## config.mk

```make
export PLATFORM = sky130hd
export DESIGN_NAME = acor_ram
export DESIGN_NICKNAME = d
export VERILOG_FILES = /design/src/acor_ram.sv
export SDC_FILE = /design/constraint.sdc
export NUM_CORES = 1
export LEC_CHECK = 0
export BUFFER_PORTS_ARGS = -buffer_cell sky130_fd_sc_hd__buf_2
export CAP_MARGIN = 20
export CORE_ASPECT_RATIO = 1.25
export CORE_MARGIN = 2
export CORE_UTILIZATION = 40
export DETAILED_ROUTE_END_ITERATION = 16
export PLACE_DENSITY_LB_ADDON = 0.15
export SETUP_SLACK_MARGIN = 0.4
export SYNTH_ARGS = -nofsm -noshare
export SYNTH_HDL_FRONTEND = slang
export SYNTH_SLANG_ARGS = --single-unit
```

## constraint.sdc

```tcl
create_clock -name clock -period 1.9 [get_ports clock]
set_input_delay 0.38 -clock clock [delete_from_list [all_inputs] [get_ports clock]]
set_output_delay 0.38 -clock clock [all_outputs]
set_load 0.05 [all_outputs]
```

## src/acor_ram.sv

```systemverilog
`timescale 1ns / 1ps

module acor_ram #(
   parameter int WIDTH = 8,
   parameter int DEPTH = 16
) (
   input  logic                     clock,
   input  logic                     we,
   input  logic [$clog2(DEPTH)-1:0] waddr,
   input  logic [WIDTH-1:0]         wdata,
   input  logic [$clog2(DEPTH)-1:0] raddr,
   output logic [WIDTH-1:0]         rdata
);

   logic [WIDTH-1:0] mem_ff [DEPTH];
   logic [WIDTH-1:0] rdata_ff;

   always_ff @(posedge clock) begin
      if (we) begin
         mem_ff[waddr] <= wdata;
      end
      rdata_ff <= mem_ff[raddr];
   end

   assign rdata = rdata_ff;

endmodule

```

* After elaboration in Yosys (flattened, before gate mapping)
Memory sizes are Yosys's and may differ from the RTL's. A register that Yosys moved wholly into a read port is not among the register bits. Index checks and enable logic that the tools add are counted.
Cells by class: add/subtract/negate cells 0, multipliers 0, divide/modulo/power cells 0, $lt $le $gt $ge 0, equal/unequal tests 0, shift operators 0, muxes and demuxes 2, bitwise operators 0, reduce and logical (&&, ||, !) cells 0
Operators by type and width (number):
- 1-bit two-way mux | 2
Word-level totals: register bits after elaboration 0, bits in latches 0, bits in writable memories 128, bits in read-only memories 0, input bits 18, output and inout bits 8, word-level logic and storage cells 3, memories 1
Memories:
- mem_ff | words 16, bits a word 8, rd ports 1, clocked after memory_dff 1, write ports 1, line 15 | logic [WIDTH-1:0] mem_ff [DEPTH];

* Longest topological paths before layout
depth in word-level cells 2, depth in mapped cells 5, depth with buffers taken out 3

* Worst setup path after synthesis
OpenSTA, ideal clock, no wires.
path type in2reg, from input port waddr[2], to memory mem_ff[0][0], enable pin, library setup time 0.383 ns, arrival time 1.490 ns, path slack 0.027 ns, cell stages on the path 2, buffers on the path 0, path through or3b_2 -> nor3_1
RTL lines:
- start: declaration | line 9 | input logic [$clog2(DEPTH)-1:0] waddr,
- end: declaration | line 15
No word-level cell before the write port.

==> impl_results.md <==
* Status: finished clean
* Initial Util at 40.8%
* I/O pin total at 26
* Setup Viol. Count Final at 0
* H-tree Lvls at 4
* Fillers at 1,021
* CP max-delay cell: mux4_1
* Setup Crit Path Kind: in -> reg
* P_leak at 0.00218 uW
* Vias per std cell at 5.27
* Slowest cell delay on critical path at 0.57 ns
* TritonCTS Buffers at 17
* Syn Inst Count at 229
* Hold buffers post-CTS at 0
* Die width at 105 um
* Placed cells at 441
* Clk sinks at 136
* Routed Antenna Nets at 0
* Sequential area share after synthesis at 77.8%
* Post-CTS setup buffers at 0
* Total Power at 7330 uW
* CP Cell Sequence: buf_2 > buf_12 > mux4_1 > a22oi_1 > nand2_1
* Max FO, Critical Path at 17
* Max-slew headroom at 69.3%
* Cell Rows at 46
* CORE AREA at 12,600 um2
* GP Congestion at 0.763
* FF/Latch Area at 4000 um2
* Final Max Tran Viols at 0
* Crit path buffers/inverters at 2
* Worst ir drop on vdd at 539 uV
* Worst hold path type: in -> reg
* Syn_nets at 247
* Worst EP required at 2.18 ns
* CTS tree: built
* Post-layout min period at 1.45 ns
* Finished Layout Cells at 473
* Post-cts sizing count at 0
* Layout Skew at 0.00554 ns
* DRC Markers at 0
* Global Route Usage Sum at 16.8%
* Die area at 13,800 um2
* Number of global-route vias before repair at 2,679
* Routed WL at 10,500 um
* P_sw at 1440 uW
* Combinational share of power at 5.4%
* Largest net degree at the start of global routing at 18
* Clock slew at reported path FFs at 0.05 ns
* Yosys warns at 0
* Crit-path leading delay family: multiplexers
* Clock group share of total power at 48.5%
* Nets at 310
* DRT iter0 DRCs at 163
* Multi-input combinational cell area at 1090 um2
* Layout cell share with drive strength beyond 1 at 36.1%
* Crit. End Element: flip-flop
* Least-Margin Pin Slew at 0.460 ns
* First-pass GRT wire length at 16,300 um
* Initial antenna violation count at 0
* Routed WL per cell at 22.2 um
* Net Sw Frac at 19.7%
* Clock buffer depth at 2
* Setup_tns at 0 ns
* IO buf count at 25
* Hpwl dp at 6940 um
* CP Launch Type: input port
* Final Core Density at 50.4%
* Final hold vios at 0
* Area growth from synthesis to layout at 23.3%
* Clk Latency, worst-skew pair at 0.41 ns
* Pint at 5890 uW
* Syn Area/Cell at 22.5 um2
* RSZ-0062 raised after global routing: no
* Distinct cells, synth at 19
* Max-cap violations at 0
* WP data arrival at 1.73 ns
* Fmax at 0.691 GHz
* Post-synthesis instance area at 5150 um2
* Fin crit share at 76.2%
* 1st-pass router iterations at 5
* # diodes at 0
* Seq pwr share at 46.1%
* PD cells at 1150 nW/um2
* Overall die height at 131 um
* Vias at 2,493
* Overflow after GRT at 0
* Clk root buf: clkbuf_16
* Post-synthesis register bit count at 136
==> cell usage after synthesis <==
| master | n | area (um2) |
|---|---|---|
| nand2_1 | 9 | 33.8 |
| and2_1 | 1 | 6.26 |
| a22oi_1 | 16 | 120 |
| nand3_1 | 1 | 5.00 |
| buf_6 | 3 | 33.8 |
| mux4_1 | 14 | 368 |
| buf_2 | 3 | 15.0 |
| mux4_2 | 18 | 405 |
| nor2_1 | 13 | 48.8 |
| dfxtp_1 | 8 | 160 |
| buf_4 | 1 | 7.51 |
| edfxtp_1 | 128 | 3840 |
| and2b_1 | 1 | 7.51 |
| nor3_1 | 4 | 20.0 |
| clkdlybuf4s25_2 | 3 | 30.0 |
| or3b_2 | 1 | 8.76 |
| nand3b_1 | 2 | 15.0 |
| nor2b_1 | 1 | 6.26 |
| nand2b_1 | 2 | 12.5 |
==> registers in the layout (all words and copies together), names as in the netlist <==
name	flops
rdata	8
mem_ff	128
==> layer usage <==
layer	part of all wire [%]	vias to the layer above	global-route usage [%]
met5	0	-	0
met3	4.0	13	3.72
met4	1.7	0	6.67
met2	49	68	27.9
met1	45	1308	21.9
li1	-	1104	-
==> final timing paths <==
path | start | endpoint | slack [ns] | cells after the start
min reg2reg | mem_ff[14][7] | rdata[7] | 0.67 | 3
max | raddr[0] | rdata[4] | 0.45 | 5
min | wdata[5] | mem_ff[4][5] | 0.36 | 1
max reg2reg | mem_ff[9][4] | rdata[4] | 0.51 | 3
==> cell families after synthesis <==
family	Yosys count	synth area share, %
buffers and inverters	10	1.68
and+or+nand+nor	35	3.18
AOI/OAI and AO/OA	16	2.33
muxes	32	15.0
DFF	136	77.8
==> area by class of cell <==
type / instances / area share (%)
timing repair buffer: 54 / 6.19
clock inverter: 13 / 3.15
multi-input combinational: 83 / 17.1
clock buffer: 19 / 7.13
sequential: 136 / 63.1
tap: 168 / 3.31
==> layout by cell type (no fill, tap or decap), types with 2 or more instances in the layout <==
cell type / n
buf_2: 25
mux4_1: 14
a22oi_1: 16
nand2b_1: 2
mux4_2: 18
bufinv_16: 5
buf_4: 25
nand2_1: 9
clkbuf_8: 2
nor2_1: 10
nand3b_1: 2
nor3_2: 2
nor2_2: 3
buf_12: 4
dfxtp_1: 8
clkinv_2: 3
clkinvlp_4: 3
clkbuf_16: 17
edfxtp_1: 128
==> power by group through the flow <==
stage	clock, uW	combinational, uW	sequential [uW]
detailed placement	0	405	3440
CTS	3600	407	3380
global placement	0	403	3440
floorplan	0	176	3500
global route	3730	430	3380
finish	3550	399	3380
==> through the flow <==
stage / cell area (um2) / hold slack (ns) / worst slack, ns
floorplan: 5190 / 0.479 / 0.384
global placement: 5700 / 0.652 / 0.0113
detailed placement: 5700 / 0.660 / 0.0250
CTS: 6350 / 0.347 / 0.432
global route: 6350 / 0.368 / 0.410
finish: 6350 / 0.361 / 0.452
Power figures use the tool's default switching activity.
