<file path="src/acor_pkg.sv">
`timescale 1ns / 1ps

package acor_pkg;

   localparam int CAPACITY = 256;
   localparam int IDX_W = $clog2(CAPACITY);
   localparam int CNT_W = $clog2(CAPACITY + 1);

   localparam int IP_W = 32;
   localparam int MAC_W = 48;
   localparam int STAMP_W = 32;
   localparam int TSIZE_W = 9;
   localparam int ENTRY_W = IP_W + MAC_W + STAMP_W;

   localparam int CSR_ADDR_W = 3;
   localparam int CSR_DATA_W = 32;
   localparam logic [CSR_ADDR_W-1:0] ADDR_TABLE_SIZE = 3'd0;

   localparam logic [TSIZE_W-1:0] TSIZE_RESET = 9'd256;
   localparam logic [STAMP_W-1:0] STAMP_LAST = 32'hFFFF_FFFF;

   typedef enum logic [1:0] {
      OP_LOOKUP = 2'd0,
      OP_INSERT = 2'd1,
      OP_CLEAR  = 2'd2,
      OP_NOP    = 2'd3
   } op_type;

   typedef enum logic [1:0] {
      ST_DONE    = 2'd0,
      ST_MISS    = 2'd1,
      ST_REFUSED = 2'd2
   } status_type;

   typedef struct packed {
      status_type        status;
      logic [MAC_W-1:0]  mac_out;
      logic [STAMP_W-1:0] stamp_out;
      logic              evicted;
      logic [IP_W-1:0]   evicted_ip;
   } result_type;

   typedef struct packed {
      logic             clear;
      logic             take;
      logic             oldest;
      logic [IDX_W-1:0] idx;
   } scan_ctl_type;

   typedef struct packed {
      logic               found;
      logic [IDX_W-1:0]   idx;
      logic [IP_W-1:0]    ip;
      logic [MAC_W-1:0]   mac;
      logic [STAMP_W-1:0] stamp;
   } scan_stat_type;

   function automatic logic [CNT_W-1:0] limit_size(input logic [TSIZE_W-1:0] ts);
      logic [CNT_W-1:0] lim;
      if (ts == '0) begin
         lim = CNT_W'(1);
      end else if (int'(ts) > CAPACITY) begin
         lim = CNT_W'(CAPACITY);
      end else begin
         lim = CNT_W'(ts);
      end
      return lim;
   endfunction

endpackage

</file>
<file path="src/acor_scan.sv">
`timescale 1ns / 1ps

module acor_scan (
   input  logic                            clock,
   input  logic                            reset,
   input  acor_pkg::scan_ctl_type          ctl,
   input  logic [acor_pkg::IP_W-1:0]       key_ip,
   input  logic [acor_pkg::ENTRY_W-1:0]    entry,
   output acor_pkg::scan_stat_type         stat
);

   logic [acor_pkg::IP_W-1:0]    e_ip;
   logic [acor_pkg::MAC_W-1:0]   e_mac;
   logic [acor_pkg::STAMP_W-1:0] e_stamp;
   logic [acor_pkg::STAMP_W-1:0] cmp_a;
   logic [acor_pkg::STAMP_W-1:0] cmp_b;
   logic                         less;
   logic                         hit;
   logic                         take;

   logic                         found_ff, found_in;
   logic [acor_pkg::IDX_W-1:0]   idx_ff, idx_in;
   logic [acor_pkg::IP_W-1:0]    ip_ff, ip_in;
   logic [acor_pkg::MAC_W-1:0]   mac_ff, mac_in;
   logic [acor_pkg::STAMP_W-1:0] stamp_ff, stamp_in;

   assign e_ip    = entry[acor_pkg::ENTRY_W-1 -: acor_pkg::IP_W];
   assign e_mac   = entry[acor_pkg::STAMP_W +: acor_pkg::MAC_W];
   assign e_stamp = entry[acor_pkg::STAMP_W-1:0];

   // one comparator: oldest wants entry < best, lookup wants best < entry
   assign cmp_a = ctl.oldest ? e_stamp : stamp_ff;
   assign cmp_b = ctl.oldest ? stamp_ff : e_stamp;
   assign less  = cmp_a < cmp_b;
   assign hit   = ctl.oldest || (e_ip == key_ip);
   assign take  = ctl.take && hit && (!found_ff || less);

   always_comb begin
      found_in = found_ff;
      idx_in   = idx_ff;
      ip_in    = ip_ff;
      mac_in   = mac_ff;
      stamp_in = stamp_ff;
      if (ctl.clear) begin
         found_in = 1'b0;
      end else if (take) begin
         found_in = 1'b1;
         idx_in   = ctl.idx;
         ip_in    = e_ip;
         mac_in   = e_mac;
         stamp_in = e_stamp;
      end
   end

   always_ff @(posedge clock) begin
      if (reset) begin
         found_ff <= 1'b0;
      end else begin
         found_ff <= found_in;
      end
      idx_ff   <= idx_in;
      ip_ff    <= ip_in;
      mac_ff   <= mac_in;
      stamp_ff <= stamp_in;
   end

   assign stat.found = found_ff;
   assign stat.idx   = idx_ff;
   assign stat.ip    = ip_ff;
   assign stat.mac   = mac_ff;
   assign stat.stamp = stamp_ff;

endmodule

</file>
<file path="config.mk">
export PLATFORM = sky130hd
export DESIGN_NAME = acor_scan
export DESIGN_NICKNAME = d
export VERILOG_FILES = /design/src/acor_pkg.sv /design/src/acor_scan.sv
export SDC_FILE = /design/constraint.sdc
export NUM_CORES = 1
export LEC_CHECK = 0
export ABC_AREA = 1
export ABC_CLOCK_PERIOD_IN_PS = 7400
export BUFFER_PORTS_ARGS = -buffer_cell sky130_fd_sc_hd__buf_2
export CAP_MARGIN = 30
export CORE_UTILIZATION = 41
export CTS_CLUSTER_SIZE = 30
export DETAILED_ROUTE_END_ITERATION = 8
export PLACE_DENSITY = 0.84
export RECOVER_POWER = 50
export SYNTH_ARGS = -nofsm -noshare
export SYNTH_HDL_FRONTEND = slang
export SYNTH_SLANG_ARGS = --single-unit
</file>
<file path="constraint.sdc">
create_clock -name clock -period 7.4 [get_ports clock]
set_clock_uncertainty 0.05 [all_clocks]
set_input_delay 0 -clock clock [delete_from_list [all_inputs] [get_ports clock]]
set_output_delay 0 -clock clock [all_outputs]
set_load 0.1 [all_outputs]
</file>
Word level (Yosys, flattened, before mapping)

Cells that the tools add are included.

$add $sub $neg: 0
Multipliers: 0
Div/mod/pow operators: 0
Order comparisons: 1
Equality and inequality tests: 1
Shifts and indexed selects: 0
Multiplexer cells: 2
Bitwise gates (word level): 1
Reduce and logical (&&, ||, !) cells: 7

Operators by type and width:

| operator            | count |
|---|---|
| 32-bit two-way mux  | 2 |
| 32-bit == test      | 1 |
| 32-bit < comparator | 1 |
| 1-bit logical AND   | 2 |
| 1-bit logical OR    | 2 |
| 2-bit AND reduction | 1 |
| 2-bit OR reduction  | 1 |
| 1-bit logical NOT   | 1 |
| 1-bit inverter      | 1 |

Bits in registers: 121
Bits in latches: 0
Memory bits (writable): 0
ROM bits: 0
Output and inout bits: 121
Memories: 0

Depth between registers and ports, before layout

Depth in word-level cells: 5
Gate-level depth with buffers: 16
Mapped depth without buffers: 15

Worst setup path before layout

Ideal clock, no wire load.

Path kind: flip-flop to flip-flop
Start point: register stamp_ff[5] (netlist bit)
End point: register idx_ff[0] (netlist bit) (enable)
Library setup time: 0.639 ns
Arrival time: 7.811 ns
Data required time: 6.711 ns
Path slack: -1.101 ns
Cell stages (with the launch flop): 14
Cells stage by stage: edfxtp_1 > inv_1 > nand2_1 > o21ai_0 > ha_1 > a21oi_1 > nor2_1 > a211oi_1 > nand2_1 > nand2_1 > nand2_1 > nand2_1 > nand2_1 > a21oi_1

Longest elaborated chain between the ends: 5
Elaborated cells on any way between the ends: 6
Classes of those cells: order compare (1); mux (2); reduce/logical (3)

RTL lines:

| what                                   | RTL line                         | source |
|---|---|---|
| start, declared                        | acor_scan.sv:25                  | `logic [acor_pkg::STAMP_W-1:0] stamp_ff, stamp_in;` |
| start signal, assigned                 | acor_scan.sv:64                  | `stamp_ff <= stamp_in;` |
| 32-bit two-way mux (on tied branches)  | acor_scan.sv:32, acor_scan.sv:33 |  |
| 32-bit < comparator *                  | acor_scan.sv:34                  | `assign less = cmp_a < cmp_b;` |
| 1-bit logical OR *                     | acor_scan.sv:36                  | `assign take = ctl.take && hit && (!found_ff \|\| less);` |
| 1-bit logical AND *                    | acor_scan.sv:36                  |  |
| 2-bit AND reduction (no source line) * | -                                |  |
| end signal, assigned                   | acor_scan.sv:61                  | `idx_ff <= idx_in;` |
| end, declared                          | acor_scan.sv:22                  | `logic [acor_pkg::IDX_W-1:0] idx_ff, idx_in;` |

Mark *: on every way between the ends. The rest lies on a longest branch, timed or not.
A chain may end at the register's enable or synchronous reset.

Worst setup path after layout

Start point: input port ctl[8] (netlist bit)
End point: register ip_ff[8] (netlist bit) (enable)

Longest elaborated chain between the ends: 5
Elaborated cells on any way between the ends: 8
Classes of those cells: order compare (1); mux (2); reduce/logical (5)

RTL lines:

| what                                   | RTL line                         | source |
|---|---|---|
| start, declared                        | acor_scan.sv:6                   | `input acor_pkg::scan_ctl_type ctl,` |
| 32-bit two-way mux (on tied branches)  | acor_scan.sv:32, acor_scan.sv:33 |  |
| 32-bit < comparator                    | acor_scan.sv:34                  |  |
| 1-bit logical OR                       | acor_scan.sv:36                  |  |
| 1-bit logical AND *                    | acor_scan.sv:36                  |  |
| 2-bit AND reduction (no source line) * | -                                |  |
| end signal, assigned                   | acor_scan.sv:62                  | `ip_ff <= ip_in;` |
| end, declared                          | acor_scan.sv:23                  | `logic [acor_pkg::IP_W-1:0] ip_ff, ip_in;` |

Marks and branches as above.

==> flow_summary.json <==
{
  "end_kind": "register",
  "hold_class": "input pin to register",
  "tightest_slew_ns": 1.24,
  "netlist_area_um2": 5500,
  "period_share": 0.415,
  "wire_per_inst_um": 15.8,
  "critPathMaxFanout": 124,
  "worstPathArrival_ns": 3.08,
  "seq_area_um2": 3620,
  "grt_pass1_vias": 5170,
  "grt_use_total": 0.250,
  "n_antenna_cell": 0,
  "nets": 1067,
  "post-place-ws_ns": 3.57,
  "final_cell_mix": "buf_2 (143), clkbuf_1 (134), dlygate4sd3_1 (123)",
  "dp_hpwl_um": 10500,
  "final_max_slew_viol_count": 0,
  "start_kind": "input pin",
  "multi_input_area_um2": 1630,
  "yosys.area.top_type_share": 0.656,
  "drive_gt1_frac": 0.208,
  "placed_cells": 909,
  "ctsResizeCount": 0,
  "p_leak_nw": 3.65,
  "grt-ovfl-total": 0,
  "die_h_um": 118,
  "hold_buffers": 123,
  "worstRegToRegCells": 14,
  "numCtsBuffers": 17,
  "drc_errors": 0,
  "worstSetupPathType": "input pin to register",
  "coreArea_um2": 12800,
  "wirelength_um": 16800,
  "port_buffers": 277,
  "ctsRootBufferMaster": "clkbuf_16",
  "drt_first_pass_iters": 5,
  "hp-start": "ctl[9]",
  "viasPerCell": 4.73,
  "hold_slack_ns": 0.138,
  "syn-instance-count": 471,
  "tritoncts": "yes",
  "drt-initial-drc-count": 398,
  "hold_depth": 3,
  "clk_pin_slew_ns": 0.06,
  "p_total_mw": 1.93,
  "synth-seq-cells": 121,
  "r2r_slack_ns": 4.41,
  "path_cells": "buf_2, buf_4, o21ai_0, ha_1, a21oi_1, nor2_1, a211oi_1, nand2_1, nand2_1, nand2_1, nand2_1, nand2_1, a21oi_4, buf_4, buf_16",
  "holdPathEnd": "stamp_ff[17]$_DFFE_PP_",
  "clk_path_buf_depth": 2,
  "n_fill_cell": 980,
  "cap_violations": 0,
  "ir_worst_vdd_mv": 0.172,
  "antenna_found_initial": 0,
  "r2r-start": "stamp_ff[5]$_DFFE_PP_",
  "ys_types": 21,
  "final_cell_area_um2": 8730,
  "outcome": "completed",
  "cts_sinks": 121,
  "place_congestion": 0.828,
  "synth_nets": 658,
  "yosys_warnings": 0,
  "area_delta_synth_final_pct": 58.8,
  "worst_path_largest_cell_delay_ns": 0.70,
  "rows": 41,
  "fmax_ghz": 0.325,
  "syn_avg_cell_area_um2": 11.7,
  "htree_levels": 4,
  "die_x_um": 118,
  "setup_viol": 0,
  "post_cts_buffers": 0,
  "slew_headroom": 0.178,
  "grt_max_degree": 125,
  "setup-tns-final_ns": 0,
  "ant_nets": 0,
  "layout_commonest_cell": "buf_2",
  "place_area_um2": 7070,
  "power_density_nw_per_um2": 221,
  "initial_core_util": 0.428,
  "insertion_delay_ns": 0.41,
  "grt_pass1_wl_um": 26200,
  "synth-seq-area-share": 0.659,
  "final_core_util": 0.680,
  "crit_required_ns": 7.41,
  "rsz0062_at_grt": "no",
  "dieArea_um2": 13900,
  "timing.rr.end": "ip_ff[8]$_DFFE_PP_",
  "fin_cells": 1065,
  "finalCriticalPeriod_ns": 3.07,
  "synth_area_leaders": "edfxtp_1 (66%), nand2_1 (7.1%), ha_1 (6.8%)",
  "vias": 5040,
  "synth_top_area_cell": "edfxtp_1",
  "critPathMostFrequentCell": "nand2_1",
  "setup_slack_ns": 4.33,
  "io_pins": 278,
  "hold_violations": 0,
  "critPathSlowestCell": "buf_4"
}
flip-flops by register name, summed over array words and instances (netlist names):
register and cells:
found_ff 1, idx_ff 8, mac_ff 48, ip_ff 32, stamp_ff 32
where the power goes:
group / total (mW) / switching (mW) / internal, mW
Clock: 0.793 / 0.325 / 0.468
Combinational: 0.354 / 0.239 / 0.115
Sequential: 0.785 / 0.00708 / 0.778
Total: 1.93 / 0.571 / 1.36
worst max path at each step:
stage	startpoint	end	slack, ns	cells after the start
2_1_floorplan	stamp_ff[5]$_DFFE_PP_	idx_ff[0]$_DFFE_PP_	1.35	13
3_3_place_gp	ctl[8]	idx_ff[2]$_DFFE_PP_	3.67	14
3_5_place_dp	ctl[8]	idx_ff[2]$_DFFE_PP_	3.57	14
4_1_cts	ctl[8]	mac_ff[18]$_DFFE_PP_	4.03	14
5_1_grt	ctl[8]	mac_ff[17]$_DFFE_PP_	3.94	15
6_report	ctl[8]	ip_ff[8]$_DFFE_PP_	4.33	15
per-layer routing:
layer	wire length [µm]	vias up	track usage
met2	9010	231	0.460
met1	6170	2322	0.265
met5	0	-	0
met4	456	0	0.109
li1	-	2448	-
met3	1140	39	0.0693
cells in the mapped netlist:
master       n
or2_2        7
xor2_1      12
clkbuf_1     7
nand2_1    104
buf_2        6
o2111ai_1    1
dfxtp_1      1
nor3_1       7
buf_4        1
a21oi_1     15
nor2_1      17
nand4_1      3
nand3_1      8
inv_1       50
a211oi_1     2
o21ai_0     66
edfxtp_1   120
ha_1        30
or2_1        1
o211ai_1     1
xnor2_1     12
worst max-delay path: cells and delay by family:
| family | cells | cell delay [ns] |
|---|---|---|
| adder cells (fa/ha/maj) | 1 | 0.36 |
| AO/OA/AOI/OAI | 4 | 0.91 |
| AND/OR/NAND/NOR | 6 | 0.37 |
| buffers and inverters | 4 | 1.31 |
cells by family (layout without fill, tap and decap cells):
family                   Yosys count  after routing  share of synthesized area
flip-flops                       121            121                      0.659
adder cells (fa/ha/maj)           30             30                     0.0683
AND/OR/NAND/NOR                  147            147                      0.109
XOR/XNOR                          24             24                     0.0383
buffers and inverters             64            486                     0.0458
AO/OA/AOI/OAI                     85             85                     0.0795
cell type report:
class | count | area share
well taps | 172 | 0.0247
clock inverters | 15 | 0.0165
multi-input cells | 286 | 0.187
inverters | 50 | 0.0215
clock buffers | 17 | 0.0487
repair buffers | 404 | 0.286
flip-flops and latches | 121 | 0.415
No activity file was read; power rests on OpenSTA's default activity.
